**config.mk**
```make
export PLATFORM = sky130hd
export DESIGN_NAME = adjacency_matrix_dfs
export DESIGN_NICKNAME = d
export VERILOG_FILES = /design/src/rtl/core/amdfs_pkg.sv /design/src/rtl/core/amdfs_ctrl.sv /design/src/rtl/core/amdfs_datapath.sv /design/src/rtl/core/adjacency_matrix_dfs.sv
export SDC_FILE = /design/constraint.sdc
export NUM_CORES = 1
export LEC_CHECK = 0
export ABC_CLOCK_PERIOD_IN_PS = 7150
export BUFFER_PORTS_ARGS = -buffer_cell sky130_fd_sc_hd__buf_2
export CAP_MARGIN = 20
export CORE_MARGIN = 2
export CORE_UTILIZATION = 65
export DETAILED_ROUTE_END_ITERATION = 10
export MAX_ROUTING_LAYER = met4
export PLACE_DENSITY_LB_ADDON = 0.05
export SLEW_MARGIN = 0
export SYNTH_ARGS = -nofsm -noshare
export SYNTH_HDL_FRONTEND = slang
export SYNTH_SLANG_ARGS = --single-unit
```
**constraint.sdc**
```tcl
create_clock -name i_clk -period 7.15 [get_ports i_clk]
set_clock_uncertainty 0.05 [all_clocks]
set_input_delay 0 -clock i_clk [delete_from_list [all_inputs] [get_ports i_clk]]
set_output_delay 0 -clock i_clk [all_outputs]
set_load 0.05 [all_outputs]
```
**src/rtl/core/amdfs_pkg.sv**
```systemverilog
// Shared types, codes and sizes of the adjacency matrix depth-first walker.
`default_nettype none

package amdfs_pkg;

    // Field widths fixed by the item formats.
    localparam int VERTEX_W = 4;
    localparam int STAMP_W  = 6;
    localparam int CMD_W    = 2;

    // Vertices that a 4-bit index can name, and the default matrix size.
    localparam int MAX_VERT     = 16;
    localparam int DEF_VERTICES = 16;

    // Command codes.
    localparam logic [CMD_W-1:0] CMD_CLEAR = 2'd0;
    localparam logic [CMD_W-1:0] CMD_ADD   = 2'd1;
    localparam logic [CMD_W-1:0] CMD_RUN   = 2'd2;

    // Event kinds.
    localparam logic EV_ENTER = 1'b0;
    localparam logic EV_LEAVE = 1'b1;

    typedef logic [VERTEX_W-1:0] t_vertex;
    typedef logic [STAMP_W-1:0]  t_stamp;

    typedef struct packed {
        logic [CMD_W-1:0] cmd;
        t_vertex          src;
        t_vertex          dst;
    } t_in_item;

    typedef struct packed {
        logic    event_kind;
        t_vertex vertex;
        t_stamp  stamp;
        logic    last;
    } t_out_item;

    // Datapath operations issued by the controller.
    typedef enum logic [2:0] {
        OP_NOP     = 3'd0,
        OP_CLEAR   = 3'd1,
        OP_ADD     = 3'd2,
        OP_START   = 3'd3,
        OP_ENTER   = 3'd4,
        OP_FOUND   = 3'd5,
        OP_ADVANCE = 3'd6,
        OP_LEAVE   = 3'd7
    } t_op;

    typedef struct packed {
        t_op op;
    } t_dp_cmd;

    typedef struct packed {
        logic src_ok;     // start vertex lies inside the matrix
        logic hit;        // scanned neighbour has an edge and is unvisited
        logic scan_done;  // every neighbour of the top vertex has been scanned
        logic depth_one;  // only the start vertex remains on the stack
        logic out_free;   // output register can take an event this cycle
    } t_dp_status;

endpackage

`default_nettype wire

```
**src/rtl/core/amdfs_ctrl.sv**
```systemverilog
// Controller state machine of the depth-first walker.
`default_nettype none

module amdfs_ctrl (
    input  wire logic                            i_clk,
    input  wire logic                            i_rst_n,
    input  wire logic                            i_in_valid,
    input  wire logic [amdfs_pkg::CMD_W-1:0]     i_in_cmd,
    input  wire amdfs_pkg::t_dp_status           i_status,
    output      logic                            o_in_stall,
    output      amdfs_pkg::t_dp_cmd              o_cmd
);

    typedef enum logic [3:0] {
        ST_IDLE  = 4'b0001,
        ST_ENTER = 4'b0010,
        ST_SCAN  = 4'b0100,
        ST_LEAVE = 4'b1000
    } t_state;

    t_state r_state;
    t_state n_state;

    always_comb begin
        n_state    = r_state;
        o_cmd.op   = amdfs_pkg::OP_NOP;
        o_in_stall = (r_state != ST_IDLE);
        case (r_state)
            ST_IDLE: begin
                if (i_in_valid) begin
                    case (i_in_cmd)
                        amdfs_pkg::CMD_CLEAR: o_cmd.op = amdfs_pkg::OP_CLEAR;
                        amdfs_pkg::CMD_ADD:   o_cmd.op = amdfs_pkg::OP_ADD;
                        amdfs_pkg::CMD_RUN: begin
                            o_cmd.op = amdfs_pkg::OP_START;
                            if (i_status.src_ok) begin
                                n_state = ST_ENTER;
                            end
                        end
                        default: ;
                    endcase
                end
            end
            ST_ENTER: begin
                if (i_status.out_free) begin
                    o_cmd.op = amdfs_pkg::OP_ENTER;
                    n_state  = ST_SCAN;
                end
            end
            ST_SCAN: begin
                if (i_status.scan_done) begin
                    n_state = ST_LEAVE;
                end else if (i_status.hit) begin
                    o_cmd.op = amdfs_pkg::OP_FOUND;
                    n_state  = ST_ENTER;
                end else begin
                    o_cmd.op = amdfs_pkg::OP_ADVANCE;
                end
            end
            ST_LEAVE: begin
                if (i_status.out_free) begin
                    o_cmd.op = amdfs_pkg::OP_LEAVE;
                    n_state  = i_status.depth_one ? ST_IDLE : ST_SCAN;
                end
            end
            default: n_state = ST_IDLE;
        endcase
    end

    always_ff @(posedge i_clk) begin
        if (!i_rst_n) begin
            r_state <= ST_IDLE;
        end else begin
            r_state <= n_state;
        end
    end

    // Events are only issued when the output register can take them.
    a_emit_has_room: assert property (@(posedge i_clk) disable iff (!i_rst_n)
        (o_cmd.op == amdfs_pkg::OP_ENTER || o_cmd.op == amdfs_pkg::OP_LEAVE)
            |-> i_status.out_free)
        else $error("event issued while the output register is occupied");

    // A finished scan always leads to the leave step.
    a_scan_to_leave: assert property (@(posedge i_clk) disable iff (!i_rst_n)
        (r_state == ST_SCAN && i_status.scan_done) |=> (r_state == ST_LEAVE))
        else $error("finished scan did not move to the leave step");

endmodule

`default_nettype wire

```
**src/rtl/core/amdfs_datapath.sv**
```systemverilog
// Datapath of the depth-first walker: matrix, visited marks, stack, stamps, output.
`default_nettype none

module amdfs_datapath #(
    parameter int VERTICES = amdfs_pkg::DEF_VERTICES
) (
    input  wire logic                  i_clk,
    input  wire logic                  i_rst_n,
    input  wire amdfs_pkg::t_in_item   i_in_data,
    input  wire amdfs_pkg::t_dp_cmd    i_cmd,
    input  wire logic                  i_out_stall,
    output      amdfs_pkg::t_dp_status o_status,
    output      logic                  o_out_valid,
    output      amdfs_pkg::t_out_item  o_out_data
);

    // Only vertices that a 4-bit index can name take part.
    localparam int NV = (VERTICES < amdfs_pkg::MAX_VERT) ? VERTICES : amdfs_pkg::MAX_VERT;
    localparam int SW = $clog2(NV);
    localparam int CW = $clog2(NV + 1);
    localparam int AW = amdfs_pkg::VERTEX_W + 1;

    logic [NV-1:0]          r_adj [NV];
    logic [NV-1:0]          r_visited;
    amdfs_pkg::t_vertex     r_stk_vtx [NV];
    logic [CW-1:0]          r_stk_nxt [NV];
    logic [CW-1:0]          r_depth;
    amdfs_pkg::t_stamp      r_stamp;
    amdfs_pkg::t_vertex     r_top;
    amdfs_pkg::t_vertex     r_cand;
    logic [CW-1:0]          r_idx;
    logic                   r_out_valid;
    amdfs_pkg::t_out_item   r_out;

    logic [CW-1:0] n_depth_dec;
    logic [CW-1:0] n_depth_inc;
    logic [CW-1:0] n_idx_inc;
    logic [SW-1:0] w_top_addr;
    logic [SW-1:0] w_prev_addr;
    logic [SW-1:0] w_push_addr;
    logic          w_add_ok;

    assign n_depth_dec = r_depth - CW'(1);
    assign n_depth_inc = r_depth + CW'(1);
    assign n_idx_inc   = r_idx + CW'(1);
    assign w_top_addr  = n_depth_dec[SW-1:0];
    assign w_prev_addr = SW'(r_depth - CW'(2));
    assign w_push_addr = r_depth[SW-1:0];

    assign w_add_ok = (AW'(i_in_data.src) < AW'(NV)) && (AW'(i_in_data.dst) < AW'(NV));

    always_comb begin
        o_status.src_ok    = (AW'(i_in_data.src) < AW'(NV));
        o_status.scan_done = (r_idx == CW'(NV));
        o_status.hit       = !o_status.scan_done
                             && r_adj[r_top[SW-1:0]][r_idx[SW-1:0]]
                             && !r_visited[r_idx[SW-1:0]];
        o_status.depth_one = (r_depth == CW'(1));
        o_status.out_free  = !r_out_valid || !i_out_stall;
    end

    // Control state and the matrix, which both have defined reset values.
    always_ff @(posedge i_clk) begin
        if (!i_rst_n) begin
            for (int r = 0; r < NV; r++) begin
                r_adj[r] <= '0;
            end
            r_visited   <= '0;
            r_depth     <= '0;
            r_stamp     <= amdfs_pkg::STAMP_W'(1);
            r_out_valid <= 1'b0;
        end else begin
            case (i_cmd.op)
                amdfs_pkg::OP_CLEAR: begin
                    for (int r = 0; r < NV; r++) begin
                        r_adj[r] <= '0;
                    end
                end
                amdfs_pkg::OP_ADD: begin
                    if (w_add_ok) begin
                        r_adj[i_in_data.src[SW-1:0]][i_in_data.dst[SW-1:0]] <= 1'b1;
                    end
                end
                amdfs_pkg::OP_START: begin
                    r_visited <= '0;
                    r_depth   <= '0;
                    r_stamp   <= amdfs_pkg::STAMP_W'(1);
                end
                amdfs_pkg::OP_ENTER: begin
                    r_visited[r_cand[SW-1:0]] <= 1'b1;
                    r_depth <= n_depth_inc;
                    r_stamp <= r_stamp + amdfs_pkg::STAMP_W'(1);
                end
                amdfs_pkg::OP_LEAVE: begin
                    r_depth <= n_depth_dec;
                    r_stamp <= r_stamp + amdfs_pkg::STAMP_W'(1);
                end
                default: ;
            endcase

            if (i_cmd.op == amdfs_pkg::OP_ENTER || i_cmd.op == amdfs_pkg::OP_LEAVE) begin
                r_out_valid <= 1'b1;
            end else if (!i_out_stall) begin
                r_out_valid <= 1'b0;
            end
        end
    end

    // Stack entries, scan position and the output payload.
    always_ff @(posedge i_clk) begin
        case (i_cmd.op)
            amdfs_pkg::OP_START: begin
                r_cand <= i_in_data.src;
            end
            amdfs_pkg::OP_ENTER: begin
                r_stk_vtx[w_push_addr] <= r_cand;
                r_stk_nxt[w_push_addr] <= '0;
                r_top                  <= r_cand;
                r_idx                  <= '0;
                r_out.event_kind       <= amdfs_pkg::EV_ENTER;
                r_out.vertex           <= r_cand;
                r_out.stamp            <= r_stamp;
                r_out.last             <= 1'b0;
            end
            amdfs_pkg::OP_FOUND: begin
                r_stk_nxt[w_top_addr] <= n_idx_inc;
                r_cand                <= amdfs_pkg::VERTEX_W'(r_idx);
            end
            amdfs_pkg::OP_ADVANCE: begin
                r_idx <= n_idx_inc;
            end
            amdfs_pkg::OP_LEAVE: begin
                r_out.event_kind <= amdfs_pkg::EV_LEAVE;
                r_out.vertex     <= r_top;
                r_out.stamp      <= r_stamp;
                r_out.last       <= o_status.depth_one;
                r_top            <= r_stk_vtx[w_prev_addr];
                r_idx            <= r_stk_nxt[w_prev_addr];
            end
            default: ;
        endcase
    end

    assign o_out_valid = r_out_valid;
    assign o_out_data  = r_out;

    a_depth_bound: assert property (@(posedge i_clk) disable iff (!i_rst_n)
        r_depth <= CW'(NV))
        else $error("stack depth exceeds the number of vertices");

    a_leave_nonempty: assert property (@(posedge i_clk) disable iff (!i_rst_n)
        (i_cmd.op == amdfs_pkg::OP_LEAVE) |-> (r_depth != '0))
        else $error("leave step on an empty stack");

    a_last_empties: assert property (@(posedge i_clk) disable iff (!i_rst_n)
        (i_cmd.op == amdfs_pkg::OP_LEAVE && o_status.depth_one) |=> (r_depth == '0))
        else $error("final leave did not empty the stack");

    a_stamp_nonzero: assert property (@(posedge i_clk) disable iff (!i_rst_n)
        r_out_valid |-> (r_out.stamp != '0))
        else $error("event carries a zero stamp");

endmodule

`default_nettype wire

```
**src/rtl/core/adjacency_matrix_dfs.sv**
```systemverilog
// Top level of the depth-first walker over a directed adjacency bit matrix.
`default_nettype none

// Channel  Direction  Valid        Stall        Payload
// input    in         i_in_valid   o_in_stall   i_in_data  (cmd, src, dst)
// output   out        o_out_valid  i_out_stall  o_out_data (event_kind, vertex, stamp, last)
//
// The neighbour scan examines one matrix bit per cycle. Reset is synchronous
// and active low; it clears the matrix, the visited marks and the stack depth
// and sets the stamp counter to one. A stall on the output holds the walk at
// its next event.

module adjacency_matrix_dfs #(
    parameter int VERTICES = amdfs_pkg::DEF_VERTICES
) (
    input  wire logic                 i_clk,
    input  wire logic                 i_rst_n,
    input  wire logic                 i_in_valid,
    output      logic                 o_in_stall,
    input  wire amdfs_pkg::t_in_item  i_in_data,
    output      logic                 o_out_valid,
    input  wire logic                 i_out_stall,
    output      amdfs_pkg::t_out_item o_out_data
);

    // The controller sequences the walk; the datapath holds the matrix, stack
    // and other walk state and reports back through a small status group.
    amdfs_pkg::t_dp_cmd    w_cmd;
    amdfs_pkg::t_dp_status w_status;

    amdfs_ctrl u_ctrl (
        .i_clk      (i_clk),
        .i_rst_n    (i_rst_n),
        .i_in_valid (i_in_valid),
        .i_in_cmd   (i_in_data.cmd),
        .i_status   (w_status),
        .o_in_stall (o_in_stall),
        .o_cmd      (w_cmd)
    );

    // Each event lands in the output register, so the neighbour scan carries on
    // while the previous transaction waits to be taken; the next event waits for it.
    amdfs_datapath #(
        .VERTICES (VERTICES)
    ) u_datapath (
        .i_clk       (i_clk),
        .i_rst_n     (i_rst_n),
        .i_in_data   (i_in_data),
        .i_cmd       (w_cmd),
        .i_out_stall (i_out_stall),
        .o_status    (w_status),
        .o_out_valid (o_out_valid),
        .o_out_data  (o_out_data)
    );

endmodule

`default_nettype wire

```
### After elaboration in Yosys (flattened, before gate mapping)

Memories as Yosys holds them, arrays and structs flattened. A register that Yosys moved wholly into a read port is not among the register bits.
Cells that the tools add are included.

* register bits after elaboration: 57
* bits in writable memories: 400
* output and inout port bits: 14
* memories kept: 3

* $add $sub $neg: 5
* $lt $le $gt $ge: 5
* equality and inequality tests: 22
* multiplexer cells: 66
* bitwise operators: 17
* reductions and logical operators: 21

Memory list
* u_datapath.r_adj: words 16, width 16, read ports 1, clocked after Yosys merged registers in 1, write ports 16, RTL line amdfs_datapath.sv:23 `logic [NV-1:0] r_adj [NV];`
* u_datapath.r_stk_nxt: words 16, width 5, read ports 1, clocked after Yosys merged registers in 0, write ports 1, RTL line amdfs_datapath.sv:26 `logic [CW-1:0] r_stk_nxt [NV];`
* u_datapath.r_stk_vtx: words 16, width 4, read ports 1, clocked after Yosys merged registers in 0, write ports 1, RTL line amdfs_datapath.sv:25 `amdfs_pkg::t_vertex r_stk_vtx [NV];`

Operator list (number)
* two-way mux 16 bit: 19
* two-way mux 4 bit: 9
* one-hot mux 16 bit (2 select lines): 1
* one-hot mux 5 bit (3 select lines): 2
* one-hot mux 12 bit (2 select lines): 1
* two-way mux 1 bit: 17
* bitwise OR 1 bit: 16
* bitwise OR 16 bit: 1
* one-hot mux 4 bit (2 select lines): 2
* one-hot mux 4 bit (4 select lines): 1
* OR reduction 16 bit: 1
* < comparator 4 x 5 -> 1 bit (second input constant): 3
* two-way mux 3 bit: 5
* equality test 3 bit (second input constant): 4
* one-hot mux 3 bit (4 select lines): 1
* one-hot mux 6 bit (2 select lines): 1
* adder 5 x 1 -> 5 bit (second input constant): 2
* binary-select mux 1 bit (select 4 bit): 2
* demux 1 bit (select 4 bit): 2
* >= comparator 4 x 1 -> 1 bit (second input constant): 2
* nonzero test 2 bit: 4
* adder 6 x 1 -> 6 bit (second input constant): 1
* equality test 3 x 2 -> 1 bit (second input constant): 2
* != test 2 x 1 -> 1 bit (second input constant): 3
* other kinds (25): 34

### Depth between registers and ports, before layout

* word-level depth: 13
* gate-level depth with buffers: 14
* depth with buffers taken out: 10

### Hierarchy

A second synthesis with hierarchy kept.

* cell total of the unflattened synthesis: 1509
* area total of the unflattened synthesis: 19100.8 µm²

By module, submodules not included
* amdfs_datapath: instances 1, cells each 1454, area each 18697.9 µm², sequential area each 10840.4 µm²
* amdfs_ctrl: instances 1, cells each 55, area each 402.9 µm², sequential area each 80.1 µm²

### Least setup slack after synthesis

No wires, ideal clock.

* path type: reg2reg
* from: reg u_datapath.r_depth[0]
* to: mem u_datapath.r_stk_nxt[15][0] (netlist bit) (enable)
* library setup time: 0.374 ns
* data arrival time: 2.806 ns
* path slack: 3.921 ns
* cell stages (with the launch flop): 9
* path buffers: 3
* clock period less this slack: 3.229 ns
* cells stage by stage: dfxtp_1 -> clkbuf_1 -> buf_2 -> buf_2 -> inv_1 -> ha_1 -> a2111oi_2 -> o21ba_1 -> nor3_1

* word-level cells in the longest chain between the ends: 2

RTL lines
* start, declared: RTL line amdfs_datapath.sv:27 `logic [CW-1:0] r_depth;`
* start signal, assigned: RTL line amdfs_datapath.sv:91 `r_depth <= n_depth_inc;`
* start signal, assigned: RTL line amdfs_datapath.sv:95 `r_depth <= n_depth_dec;`
* subtractor 5 x 1 -> 5 bit: RTL line amdfs_datapath.sv:43 `assign n_depth_dec = r_depth - CW'(1);`
* two-way mux 4 bit (no source line) *
* end, declared: RTL line amdfs_datapath.sv:26

Every way passes the cells marked *; elsewhere a longest branch is shown, timed or not.

==> metrics.cfg <==
[final_layout]
regArea_mm2=0.0109
fillers=2043
finalNonFillerCells=2143
nets=1750
multi_input_area_mm2=0.00761
utilization_pct=72.9
diodes=0
area_growth_syn_to_layout_pct=10.1
drive_gt1_share_pct=13.9

[cts]
cts_tree=done
root_buffer=clkbuf_16
clock-sinks=461
cts_max_level=2
numCtsBuffers=46
clkSlewWorstSetupHoldPaths_ps=60
clockBufferDepth=3
ctsResizeCount=0
clk_latency_ps=550

[critical_path]
worstPathArrival_ps=4810
required_ps=7280
ff2ff_path_depth=10
end_kind=register
r2r_slack_ps=2470
cp_max_fo=28
crit_type=reg2reg
cp-start-kind=register

[sta]
fin_tns_setup_ps=0
hold_violations=0
drv_slew=0
fmax_mhz=213
timing.hold.ws_ps=212
tightest_slew_ps=1350
maxSlewHeadroom_pct=9.89
setup_violations=0
grt_setup_unrepaired=false
period_needed_ps=4680
fin_crit_sh_pct=65.5

[place]
placed_cells=2046
dp_hpwl_mm=31.7
gp_congestion=0.898
io_buffers=27

[routing]
antenna_left=0
drt_iter0_drc=1552
drc_errors=0
met2_wirelength_mm=24.6
wl_met1_mm=20.1
firstDrtPassIters=6
avgRoutedWirePerCell_um=23.0
top_layer=met4
drt-total-wl_mm=49.3
wl_met3_mm=3.27
viasPerCell=6.37
dr_total_vias=13700

[floorplan]
num_io_pins=28
die_y_um=176
coreArea_mm2=0.0289
die_x_um=176
start_util_pct=66.3
fp-row-count=62
dieArea_mm2=0.0308

[grt]
grt_max_degree=257
grt_pass1_wl_mm=77.1
grt_pass1_vias=13300
antenna_found_initial=0
track_usage_pct=33.4
grt_remaining_overflow=0

[power_and_ir_drop]
power_per_cell_area_mw_per_mm2=286
p_leak_nw=7.25
finalPower_mw=6.02
irDropWorstVdd_mv=0.209

[synth]
synthesis.area_mm2=0.0191
ys_warn_count=0
async_reset_ff_share_pct=0
synth_top_cell_by_area=dfxtp_1
ys_ff_latch=461
ys_seq_area_share_pct=57.1
synth-main-ff-cell=dfxtp_1
synth-edff-count=169
ys_types=68
ys_top_cells_by_area=dfxtp_1 31%, edfxtp_1 27%, mux4_2 11%, nand2_1 7.6%, o21ai_0 6.9%
syn_area_per_cell_um2=11.0
synth_top_area_share_pct=30.6
synth_nets=1758
synthCells=1731

[min_path]
hp-class=in2reg
hold_path_depth=4

[status]
status=complete, no violations

[job]
maxCapViolCount=0

-- cell type report --
class                   instances  share of cell area (%)
flip-flops and latches        461                    51.9
multi-input cells            1143                    36.1
clock buffers                  72                    6.95
well taps                     384                    2.28
repair buffers                 56                    1.87
clock inverters                12                   0.559
inverters                      15                   0.267
-- routing by layer --
layer,vias to the layer above,GRT usage [%]
met5,-,-
met4,0,8.78
met3,131,4.50
met2,572,55.6
met1,6728,43.7
li1,6220,-
-- where the power goes --
part | switching [mW] | internal [mW]
Clock | 1.00 | 1.48
Combinational | 0.437 | 0.243
Sequential | 0.101 | 2.76
Total | 1.54 | 4.48
-- metrics by stage --
stage | cell area (um2) | setup WS [ps]
6_report | 21100 | 2470
5_1_grt | 21100 | 2180
4_1_cts | 21000 | 2490
3_5_place_dp | 19300 | 2590
3_3_place_gp | 19300 | 2690
2_1_floorplan | 19100 | 3920
-- worst max-delay path, cell delays in order, from the launching register on --
cell and delay, ps:
dfxtp_2 880, buf_4 510, mux2i_1 130, a22o_1 200, a221oi_1 420, o211ai_1 150
o22ai_1 250, o21ai_4 140, a21oi_2 600, a31oi_2 300, nor3_1 670
-- cells in the mapped netlist, drive strengths merged (6+ instances only) --
cell    count
buf        54
a31oi      15
dfxtp     292
nand3      14
a21oi      36
clkbuf     58
mux2       10
inv        15
edfxtp    169
a22o       16
mux4       94
mux2i      47
and2        8
o22ai       6
nor2b      15
nor2       90
nand2     389
ha         13
nand2b      8
nor3       21
o21ai     286
o211ai      9
-- registers in the layout, indices dropped and copies added (netlist names), named ones only --
signal / count
u_datapath.r_adj: 256
u_datapath.r_stk_nxt: 80
u_datapath.r_stk_vtx: 64
u_datapath.r_visited: 16
u_datapath.o_out_data: 12
u_datapath.r_stamp: 6
u_datapath.r_depth: 5
u_datapath.r_idx: 5
u_ctrl.r_state: 4
u_datapath.r_cand: 4
u_datapath.r_top: 4
u_datapath.o_out_valid: 1
-- final timing paths --
check                                                to                            start
setup / recovery  u_datapath.r_stk_nxt[12][3]$_DFFE_PP_                         register
hold / removal         u_datapath.r_adj[13][10]$_DFF_P_                     i_in_data[3]
setup reg to reg  u_datapath.r_stk_nxt[12][3]$_DFFE_PP_                         register
hold reg to reg         u_datapath.r_adj[14][4]$_DFF_P_  u_datapath.r_adj[14][4]$_DFF_P_
-- layout by cell type (no fill, tap or decap), drive strengths merged, types with 6 or more instances in the layout --
cell type,n
o22ai,6
mux4,94
dfxtp,292
nand3,14
clkinv,8
and2,8
buf,46
o21ai,286
nand2,389
a21oi,36
nor2,90
o211ai,9
inv,17
dlygate4sd3,10
a22o,16
mux2,10
nor3,21
nand2b,8
ha,13
clkbuf,72
mux2i,47
edfxtp,169
a31oi,15
nor2b,15
-- timing repair --
action | CTS | global route
setup buffers | 0 | 0
hold endpoints to repair | 20 | 0
hold buffers | 10 | 0
-- cell families (layout without fill, tap and decap cells) --
logic type                 after synthesis  count (layout)  synth area share [%]
and+or+nand+nor                        571             571                  12.4
DFF                                    461             461                  57.1
adders and majority gates               13              13                 0.850
xor gates and xnor gates                 8               8                 0.366
buffers and inverters                  127             155                  3.22
muxes                                  151             151                  14.1
AOI/OAI and AO/OA                      400             400                  12.0
Note: power is estimated with default switching activity, not from simulation.
